$ cat src/hw/rtl/assert_macros.svh
// Assertion macros shared by the Sobel edge stream RTL.
`ifndef ASSERT_MACROS_SVH
`define ASSERT_MACROS_SVH

`ifndef NO_ASSERTIONS

// Property must hold at every clock edge outside reset.
`define SEMS_ASSERT(label, clk, rst_n, prop, msg) \
    label: assert property (@(posedge clk) disable iff (!rst_n) (prop)) else $error(msg);

// Condition must never be true at a clock edge outside reset.
`define SEMS_ASSERT_NEVER(label, clk, rst_n, cond, msg) \
    label: assert property (@(posedge clk) disable iff (!rst_n) !(cond)) else $error(msg);

`else

`define SEMS_ASSERT(label, clk, rst_n, prop, msg)
`define SEMS_ASSERT_NEVER(label, clk, rst_n, cond, msg)

`endif

`endif

$ cat src/hw/rtl/sems_pkg.sv
// Package with constants and types of the Sobel edge magnitude stream unit.
package sems_pkg;

    localparam int LINE_WIDTH  = 512;
    localparam int COL_W       = $clog2(LINE_WIDTH);
    localparam int ROW_W       = 12;
    localparam int HEIGHT_W    = ROW_W + 1;
    localparam int PIX_W       = 8;
    localparam int LINE_DATA_W = 2 * PIX_W;
    localparam int SUM_W       = PIX_W + 2;
    localparam int GRAD_W      = SUM_W + 1;
    localparam int QUEUE_DEPTH = 4;
    localparam int QPTR_W      = $clog2(QUEUE_DEPTH);
    localparam int QCNT_W      = $clog2(QUEUE_DEPTH + 1);

    localparam logic [COL_W-1:0]    COL_LAST     = COL_W'(LINE_WIDTH - 1);
    localparam logic [HEIGHT_W-1:0] HEIGHT_RESET = HEIGHT_W'(512);
    localparam logic [PIX_W-1:0]    SAT_MAX      = PIX_W'(255);

    // One accepted pixel after classification by the front end.
    typedef struct packed {
        logic [PIX_W-1:0] pixel;
        logic [COL_W-1:0] col;
        logic             emit;
        logic             last;
    } item_t;

endpackage

$ cat src/hw/rtl/sems_queue.sv
// Short FIFO that decouples the front end from the back end.
`include "assert_macros.svh"

module sems_queue (
    input  logic            clk,
    input  logic            rst_n,
    input  logic            push,
    input  sems_pkg::item_t push_item,
    input  logic            pop,
    output logic            full,
    output logic            empty,
    output sems_pkg::item_t head
);

    sems_pkg::item_t               entry_reg [sems_pkg::QUEUE_DEPTH];
    logic [sems_pkg::QPTR_W-1:0]   wr_ptr_reg;
    logic [sems_pkg::QPTR_W-1:0]   wr_ptr_next;
    logic [sems_pkg::QPTR_W-1:0]   rd_ptr_reg;
    logic [sems_pkg::QPTR_W-1:0]   rd_ptr_next;
    logic [sems_pkg::QCNT_W-1:0]   count_reg;
    logic [sems_pkg::QCNT_W-1:0]   count_next;
    logic                          do_push;
    logic                          do_pop;

    assign full    = (count_reg == sems_pkg::QCNT_W'(sems_pkg::QUEUE_DEPTH));
    assign empty   = (count_reg == '0);
    assign do_push = push && !full;
    assign do_pop  = pop && !empty;
    assign head    = entry_reg[rd_ptr_reg];

    always_comb
    begin
        wr_ptr_next = wr_ptr_reg;
        rd_ptr_next = rd_ptr_reg;
        count_next  = count_reg;
        if (do_push)
        begin
            wr_ptr_next = (wr_ptr_reg == sems_pkg::QPTR_W'(sems_pkg::QUEUE_DEPTH - 1))
                        ? '0 : wr_ptr_reg + sems_pkg::QPTR_W'(1);
        end
        if (do_pop)
        begin
            rd_ptr_next = (rd_ptr_reg == sems_pkg::QPTR_W'(sems_pkg::QUEUE_DEPTH - 1))
                        ? '0 : rd_ptr_reg + sems_pkg::QPTR_W'(1);
        end
        if (do_push && !do_pop)
        begin
            count_next = count_reg + sems_pkg::QCNT_W'(1);
        end
        else if (do_pop && !do_push)
        begin
            count_next = count_reg - sems_pkg::QCNT_W'(1);
        end
    end

    always_ff @(posedge clk or negedge rst_n)
    begin
        if (!rst_n)
        begin
            wr_ptr_reg <= '0;
            rd_ptr_reg <= '0;
            count_reg  <= '0;
        end
        else
        begin
            wr_ptr_reg <= wr_ptr_next;
            rd_ptr_reg <= rd_ptr_next;
            count_reg  <= count_next;
        end
    end

    always_ff @(posedge clk)
    begin
        if (do_push)
        begin
            entry_reg[wr_ptr_reg] <= push_item;
        end
    end

    `SEMS_ASSERT(a_count_bound, clk, rst_n, count_reg <= sems_pkg::QCNT_W'(sems_pkg::QUEUE_DEPTH), "queue count above depth")
    `SEMS_ASSERT(a_head_holds, clk, rst_n, !empty && !pop |=> head == $past(head), "queue head changed without a pop")

endmodule

$ cat config.mk
export PLATFORM = sky130hd
export DESIGN_NAME = sems_queue
export DESIGN_NICKNAME = d
export VERILOG_FILES = /design/src/hw/rtl/sems_pkg.sv /design/src/hw/rtl/sems_queue.sv
export VERILOG_INCLUDE_DIRS = /design/src /design/src/hw/rtl
export SDC_FILE = /design/constraint.sdc
export NUM_CORES = 1
export LEC_CHECK = 0
export ABC_AREA = 1
export BUFFER_PORTS_ARGS = -buffer_cell sky130_fd_sc_hd__buf_2
export CAP_MARGIN = 10
export CORE_ASPECT_RATIO = 1.4
export CORE_MARGIN = 8
export CORE_UTILIZATION = 34
export CTS_BUF_LIST = sky130_fd_sc_hd__clkbuf_4 sky130_fd_sc_hd__clkbuf_8
export CTS_CLUSTER_DIAMETER = 80
export DETAILED_ROUTE_END_ITERATION = 12
export PLACE_DENSITY_LB_ADDON = 0.25
export SKIP_LAST_GASP = 1
export SLEW_MARGIN = 20
export SYNTH_ARGS = -nofsm -noshare
export SYNTH_HDL_FRONTEND = slang
export SYNTH_SLANG_ARGS = --single-unit
$ cat constraint.sdc
create_clock -name clk -period 2.2 [get_ports clk]
set_input_delay 0 -clock clk [delete_from_list [all_inputs] [get_ports clk]]
set_output_delay 0 -clock clk [all_outputs]
set_load 0.05 [all_outputs]
==> results.toml <==
[die]
ios = 44
coreArea_mm2 = 0.0103
rows = 44
die_y_um = 138
dieArea_mm2 = 0.0142
start_util = 0.347
fp.dieW_um = 103

[critical_path]
crit_chain = "inv_2, nand3_1, nand2_1, ha_1, inv_1, fa_1, nand2_1, nand3_1, nand2_1, nand2_1"
end_kind = "flop"
worstPathRequired_ns = 2.44
start_kind = "flop"
cp_top_family = "adder cells"
critPathBufInv = 2
critPathSlowestCell = "dfrtp_1"
path_max_fanout = 4
arrival_ns = 2.03
cp_common_cell = "nand2_1"
path_class = "flop to flop"
max_stage_delay_ns = 0.43

[power_and_ir_drop]
report.power.total_uw = 6100
switchingPower_uw = 2780
power_density_mw_per_mm2 = 1400
p_sw_frac = 0.455
pwr-share-seq = 0.368
p_clk_frac = 0.153
p_leak_uw = 0.00183
ir_drop_mv = 0.495
comb_power_share = 0.479
internal_power_uw = 3320

[layout]
antennaDiodeCount = 0
final_util = 0.422
largest_register_ffs = 76
drive_gt1_frac = 0.258
final_common_cell = "edfxtp_1"
fillers = 1031
nets = 386
register_area_mm2 = 0.00246
final_cell_mix = "76 x edfxtp_1, 72 x nand2_1, 51 x inv_1"
multi_input_area_um2 = 833
final_area_mm2 = 0.00437
area_growth_syn_to_layout_pct = 21.6

[synthesis]
syn_nets = 312
yosysSeqAreaShare = 0.684
synth_cells = 282
syn-mean-instance-area_um2 = 12.7
syn_area_mm2 = 0.00359
ys_seq_elements = 83
ys_types = 20
yosysWarnings = 0

[routing]
avgRoutedWirePerCell_um = 13.6
drt-met1-wl_um = 2760
finalWirelength_um = 6770
routed.top_layer = "met4"
via_per_inst = 4.35
drc_errors = 0
dr_wl_met3_um = 264
dr_wl_met2_um = 3520
drtIter0Drc = 88
postRouteAntennaNets = 0
vias = 2167
drt_pass1_iterations = 5

[placed_design]
io_buffers = 43
hpwl_um = 4430
post_dp_cell_area_mm2 = 0.00398
gp_congestion = 0.724

[grt]
grt_antenna_before_repair = 0
grt_pass1_wl_um = 11000
track_usage = 0.105
grt_max_degree = 57
overflow = 0
grt_pass1_vias = 2253

[timing]
fin_crit_sh = 0.812
hold_viol = 0
worst_slew_pin_slew_ns = 0.400
maxSlewViolCount = 0
setup_viol = 0
rsz0062_at_grt = "false"
tns_ns = 0
slew_headroom = 0.733
min_period_ns = 1.79
timing.fmax_mhz = 560
hold_slack_ns = 0.397
finClkSkew_ns = 0.00318

[clocking]
cts_tree = "built"
clk_pin_slew_ns = 0.07
clock_path_buffers = 2
numCtsBuffers = 9
insertion_delay_ns = 0.34
cts_setup_buffers = 0
clock-root-buffer = "clkbuf_8"
cts_sinks = 83
ctsHtreeMaxLevel = 3

[run_status]
status = "finished, final reports clean"

[worst_hold_path]
hp-class = "input pin to flop"

[job]
max_cap_violations = 0
[cells in the mapped netlist (all sizes together)]
| master | instances | share of area |
|---|---|---|
| dfrtp | 7 | 0.049 |
| buf | 12 | 0.030 |
| nand3 | 7 | 0.0097 |
| ha | 6 | 0.021 |
| o21ai | 1 | 0.0014 |
| edfxtp | 76 | 0.63 |
| nand4 | 1 | 0.0017 |
| fa | 1 | 0.0056 |
| o211ai | 38 | 0.11 |
| inv | 54 | 0.057 |
| nor2 | 6 | 0.0063 |
| xnor2 | 1 | 0.0024 |
| nand2 | 72 | 0.075 |
[power by group through the flow]
stage	clock network, uW	logic, uW	registers [uW]
global route	1010	3210	2280
global placement	0	2920	2270
detailed placement	0	2940	2280
finish	933	2920	2240
floorplan	0	2340	2240
CTS	973	2990	2250
[layer usage]
metal,vias up,global-route usage
met5,-,0
met4,0,0.0775
met3,14,0.0202
met2,35,0.184
met1,1017,0.107
li1,1101,-
[kinds of logic (layout without fill, tap and decap cells)]
logic type,after synthesis,count (layout),synth area share
AND/OR/NAND/NOR,86,86,0.0929
flip-flops,83,83,0.684
buffers and inverters,66,144,0.0874
AO/OA/AOI/OAI,39,39,0.107
adder cells (fa/ha/maj),7,7,0.0265
XOR/XNOR,1,1,0.00244
[final cells by class]
cell class	count	share of cell area
tap	138	0.0395
clock inverter	3	0.00372
clock buffer	12	0.0335
multi-input combinational	133	0.191
sequential	83	0.563
inverter	54	0.0470
timing repair buffer	75	0.123
[final timing paths]
path / end / slack, ns / cells after the start / from
max reg2reg: count_reg[2]$_DFFE_PN0P_ / 0.41 / 10 / count_reg[0]$_DFFE_PN0P_
min in group asynchronous: rd_ptr_reg[1]$_DFFE_PN0P_ / 0.61 / 3 / rst_n
max in group asynchronous: rd_ptr_reg[0]$_DFFE_PN0P_ / 1.32 / 3 / rst_n
min reg2reg: count_reg[2]$_DFFE_PN0P_ / 0.52 / 2 / count_reg[2]$_DFFE_PN0P_
min: entry_reg[2][17]$_DFFE_PP_ / 0.40 / 2 / push_item[17]
max: count_reg[2]$_DFFE_PN0P_ / 0.41 / 10 / count_reg[0]$_DFFE_PN0P_
[through the flow]
stage | std cells | worst slack [ns]
floorplan | 282 | 0.269
global placement | 460 | 0.500
detailed placement | 460 | 0.402
CTS | 498 | 0.382
global route | 498 | 0.237
finish | 498 | 0.413
[repair_timing]
action	CTS	global route
hold buffers	23	0
hold endpoints to repair	87	0
gates resized for setup	0	0
No activity file was read; power rests on OpenSTA's default activity.
