===== config.mk =====
export PLATFORM = sky130hd
export DESIGN_NAME = sems_front
export DESIGN_NICKNAME = d
export VERILOG_FILES = /design/src/hw/rtl/sems_pkg.sv /design/src/hw/rtl/sems_front.sv
export VERILOG_INCLUDE_DIRS = /design/src /design/src/hw/rtl
export SDC_FILE = /design/constraint.sdc
export NUM_CORES = 1
export LEC_CHECK = 0
export ABC_CLOCK_PERIOD_IN_PS = 4300
export CELL_PAD_IN_SITES_DETAIL_PLACEMENT = 1
export CELL_PAD_IN_SITES_GLOBAL_PLACEMENT = 1
export CORE_ASPECT_RATIO = 0.9
export CORE_MARGIN = 2
export CORE_UTILIZATION = 43
export DETAILED_ROUTE_END_ITERATION = 7
export DONT_BUFFER_PORTS = 1
export PLACE_DENSITY_LB_ADDON = 0.1
export SYNTH_ARGS = -nofsm -noshare
export SYNTH_HDL_FRONTEND = slang
export SYNTH_SLANG_ARGS = --single-unit

===== constraint.sdc =====
create_clock -name clk -period 4.3 [get_ports clk]
set_input_delay 0.86 -clock clk [delete_from_list [all_inputs] [get_ports clk]]
set_output_delay 0.86 -clock clk [all_outputs]
set_load 0.02 [all_outputs]

===== src/hw/rtl/assert_macros.svh =====
// Assertion macros shared by the Sobel edge stream RTL.
`ifndef ASSERT_MACROS_SVH
`define ASSERT_MACROS_SVH

`ifndef NO_ASSERTIONS

// Property must hold at every clock edge outside reset.
`define SEMS_ASSERT(label, clk, rst_n, prop, msg) \
    label: assert property (@(posedge clk) disable iff (!rst_n) (prop)) else $error(msg);

// Condition must never be true at a clock edge outside reset.
`define SEMS_ASSERT_NEVER(label, clk, rst_n, cond, msg) \
    label: assert property (@(posedge clk) disable iff (!rst_n) !(cond)) else $error(msg);

`else

`define SEMS_ASSERT(label, clk, rst_n, prop, msg)
`define SEMS_ASSERT_NEVER(label, clk, rst_n, cond, msg)

`endif

`endif


===== src/hw/rtl/sems_pkg.sv =====
// Package with constants and types of the Sobel edge magnitude stream unit.
package sems_pkg;

    localparam int LINE_WIDTH  = 512;
    localparam int COL_W       = $clog2(LINE_WIDTH);
    localparam int ROW_W       = 12;
    localparam int HEIGHT_W    = ROW_W + 1;
    localparam int PIX_W       = 8;
    localparam int LINE_DATA_W = 2 * PIX_W;
    localparam int SUM_W       = PIX_W + 2;
    localparam int GRAD_W      = SUM_W + 1;
    localparam int QUEUE_DEPTH = 4;
    localparam int QPTR_W      = $clog2(QUEUE_DEPTH);
    localparam int QCNT_W      = $clog2(QUEUE_DEPTH + 1);

    localparam logic [COL_W-1:0]    COL_LAST     = COL_W'(LINE_WIDTH - 1);
    localparam logic [HEIGHT_W-1:0] HEIGHT_RESET = HEIGHT_W'(512);
    localparam logic [PIX_W-1:0]    SAT_MAX      = PIX_W'(255);

    // One accepted pixel after classification by the front end.
    typedef struct packed {
        logic [PIX_W-1:0] pixel;
        logic [COL_W-1:0] col;
        logic             emit;
        logic             last;
    } item_t;

endpackage


===== src/hw/rtl/sems_front.sv =====
// Front end: frame height register, position counters and pixel classification.
`include "assert_macros.svh"

module sems_front (
    input  logic                                clk,
    input  logic                                rst_n,
    input  logic                                in_valid,
    input  logic [sems_pkg::PIX_W-1:0]          pixel,
    input  logic                                start_of_frame,
    input  logic                                cfg_valid,
    input  logic [sems_pkg::HEIGHT_W-1:0]       cfg_height,
    input  logic                                queue_full,
    output logic                                push,
    output sems_pkg::item_t                     push_item
);

    logic [sems_pkg::COL_W-1:0]    column_count_reg;
    logic [sems_pkg::COL_W-1:0]    column_count_next;
    logic [sems_pkg::ROW_W-1:0]    row_count_reg;
    logic [sems_pkg::ROW_W-1:0]    row_count_next;
    logic [sems_pkg::HEIGHT_W-1:0] frame_height_reg;
    logic [sems_pkg::HEIGHT_W-1:0] frame_height_next;

    logic [sems_pkg::COL_W-1:0]    col;
    logic [sems_pkg::ROW_W-1:0]    row;
    logic [sems_pkg::HEIGHT_W-1:0] row_inc;
    logic                          row_wrap;
    logic                          emit;
    logic                          last;

    assign push = in_valid && !queue_full;

    // A start flag restarts the counters before this pixel is placed.
    assign col = start_of_frame ? '0 : column_count_reg;
    assign row = start_of_frame ? '0 : row_count_reg;

    assign emit = (row >= sems_pkg::ROW_W'(2)) && (col >= sems_pkg::COL_W'(2));
    assign last = emit && (frame_height_reg != '0)
               && ({1'b0, row} == frame_height_reg - sems_pkg::HEIGHT_W'(1))
               && (col == sems_pkg::COL_LAST);

    assign row_inc  = {1'b0, row} + sems_pkg::HEIGHT_W'(1);
    assign row_wrap = (row_inc >= frame_height_reg) || row_inc[sems_pkg::ROW_W];

    always_comb
    begin
        column_count_next = column_count_reg;
        row_count_next    = row_count_reg;
        if (push)
        begin
            if (col == sems_pkg::COL_LAST)
            begin
                column_count_next = '0;
                row_count_next    = row_wrap ? '0 : row_inc[sems_pkg::ROW_W-1:0];
            end
            else
            begin
                column_count_next = col + sems_pkg::COL_W'(1);
                row_count_next    = row;
            end
        end
    end

    assign frame_height_next = cfg_valid ? cfg_height : frame_height_reg;

    always_ff @(posedge clk or negedge rst_n)
    begin
        if (!rst_n)
        begin
            column_count_reg <= '0;
            row_count_reg    <= '0;
            frame_height_reg <= sems_pkg::HEIGHT_RESET;
        end
        else
        begin
            column_count_reg <= column_count_next;
            row_count_reg    <= row_count_next;
            frame_height_reg <= frame_height_next;
        end
    end

    always_comb
    begin
        push_item.pixel = pixel;
        push_item.col   = col;
        push_item.emit  = emit;
        push_item.last  = last;
    end

    `SEMS_ASSERT(a_col_wraps, clk, rst_n,
        push && (col == sems_pkg::COL_LAST) |=> column_count_reg == '0,
        "column count did not wrap at line end")

endmodule


==> run metrics <==
status=completed; initial antenna violation count=0; count of final setup violators=0; RSZ-0062 raised after global routing=no; cts repair resizes=0; root buf cell=clkbuf_8; main area contributors after synthesis=dfrtp_1, ha_1, xnor2_1; Worst slew margin=62.34%; input/output buffers=0; largest net degree at the start of global routing=35; CP Data Required Time=3.44 ns; Die Span X=86.97 µm; endpoint class of the critical path=output port; Fillers=726; via count=2158; first-pass GRT wire length=11300 µm; Antenna diodes=0; complex-gate fraction of the synthesized area=17.33%; Synth Flop Type=dfrtp_1; Pre-antenna DRT Iters=5; Netlist cell types=49; Fin. Hold Viols=0; count leader, synth=dfrtp_1; Fin Hold WS=0.2589 ns; synthesized cell area=0.002664 mm²; core area=0.006047 mm²; CTS max path bufs=2; clock latency on the worst-skew pair=0.29 ns; Worst setup SP type=primary input; Critical-path top delay cell=a2111oi_4; clk_skew=0.005347 ns; max-slew violations=0; Area Overhead vs Synth=4.603%; CP peak stage delay=0.30 ns; Synth area leader=dfrtp_1; area occupied by multi-input gates=0.001607 mm²; share of the synthesized area in the top cell type=31.00%; WL/cell=18.14 µm; fmax=252.3 MHz; Routability Congestion=0.7982; Vias/cell=5.848; finished layout cell area=0.002786 mm²; CP cell instances=nand2b_1 -> inv_1 -> ha_1 -> and3_1 -> and3_1 -> and3_1 -> ha_1 -> o211ai_1 -> a2111oi_4 -> nand4_1 -> nor4_1 -> buf_4; worst-margin pin slew=0.5606 ns; FF+latch count, synth=34; Final nets=342; Syn Nets=348; Remaining Overflow, GRT=0; max_cap viols=0; Mapped Cells=302; TritonCTS clock tree=yes; Period minus WS final=3.964 ns; leak pwr=1.238 nW; vias in the first global route=2217; clock sink total=34; # rows=27; syn_area_per_cell=8.821 µm²; Synth async-reset ratio=100.0%; Tcrit/Tclk final=92.18%; Yosys warning total=0; Worst R2R Setup Slack=0.89 ns; Starting Density=44.05%; share of layout cells above drive strength 1=10.10%; DP HPWL=5057 µm; final setup TNS=0 ns; critical path type=primary input to output port; detailed router's first-iteration violation count=85; # hold bufs at CTS=0; reg2reg end=row_count_reg[4]; chip height=78.67 µm; clock slew at reported path FFs=0.07 ns; I/O Pins=47; Hold WC Path Type=primary input to async pin; Crit path buffers/inverters=2; R2R Path Start=row_count_reg[1]; Worst Path Max Fanout=33; CP delay by family, top=simple AND/OR/NAND/NOR gates; worst vdd ir=0.0001073 V; number of routed nets with antenna violations=0; Crit path top cell by count=and3_1; worst reg2reg path depth=12; Post-DP Area=0.002695 mm²; power per cell area=258.3 mW/mm²; register area share after synthesis=31.99%; largest family of logic cells by synthesized area=simple AND/OR/NAND/NOR gates; Die ar.=0.006842 mm²; Worst Path Arrival=3.10 ns; Seq. cell area=852.1 µm²; Post-synth top cells=dfrtp_1, nand2_1, o21ai_0; Post-Synth Simple-Gate Area=24.14%; max FFs per register=13; H-tree depth=2; mux contribution to synthesized area=0.7515%; total track usage=21.35%; Post-synth EDFFs=0; # DRC=0; Synth Area in Adders=8.924%; Setup Fix Bufs, Post-CTS=0; TritonCTS buffer count=5; xor and xnor area share after synthesis=8.877%; final wirelength=6695 µm
==> power breakdown <==
group / switching (mW) / internal (mW) / total (mW)
Clock: 0.119 / 0.129 / 0.248
Combinational: 0.0691 / 0.0480 / 0.117
Sequential: 0.0182 / 0.336 / 0.354
Total: 0.207 / 0.513 / 0.720
==> worst max-delay path by stage <==
stage,startpoint,to,cells after the start
after detailed placement,start_of_frame,push_item[0],11
final,start_of_frame,push_item[0],12
after global routing,start_of_frame,push_item[0],12
after floorplan,start_of_frame,push_item[0],14
after CTS,start_of_frame,push_item[0],12
after global placement,start_of_frame,push_item[0],11
==> logic make-up after synthesis <==
logic type / after synthesis
AO/OA/AOI/OAI: 67
flip-flops: 34
multiplexers: 2
buffers and inverters: 41
AND/OR/NAND/NOR: 112
adder cells (fa/ha/maj): 19
XOR/XNOR: 27
==> metrics by stage <==
step                util, %  instances  setup slack, ns  power, mW
global placement      44.57        361           0.4018     0.4752
global route          46.08        369           0.2307     0.7621
detailed placement    44.57        361           0.3883     0.4781
CTS                   46.08        369           0.3617     0.7294
floorplan                 -        302          0.05120     0.4654
finish                46.08        369           0.3361     0.7198
==> cells in the final DEF (no fill, tap or decap), types with 2 or more instances in the layout <==
cell	netlist	final
and3_1	6	6
buf_4	11	11
a21oi_1	9	9
nor3b_1	2	2
nor4_2	2	2
xor2_1	8	8
nand2_1	28	28
ha_1	19	19
dfrtp_1	33	33
nand4_1	6	6
o31ai_1	5	5
or3_1	3	3
nand2b_1	7	7
inv_1	17	17
nor2_1	14	14
mux2i_1	2	2
o21ai_0	25	25
a22o_1	14	14
a21o_1	2	2
nor3_1	4	4
nor2b_1	16	15
xnor2_1	19	19
nand3_1	9	9
clkbuf_8	0	6
nor4_1	5	5
a211oi_1	3	3
==> routing by layer <==
layer  vias to the layer above  track usage (%)  part of all wire [%]
li1                       1044                -                     -
met4                         0            5.313                  0.46
met5                         -                0                     0
met2                        39            30.84                    44
met3                         6            3.365                   3.9
met1                      1069            32.77                    51
==> area by class of cell <==
type	count	share of cell area [%]
tap	72	3.233
multi-input combinational	227	57.66
sequential	34	30.58
inverter	17	2.290
clock inverter	1	0.1796
clock buffer	7	3.098
timing repair buffer	11	2.964
No activity file was read; power rests on OpenSTA's default activity.
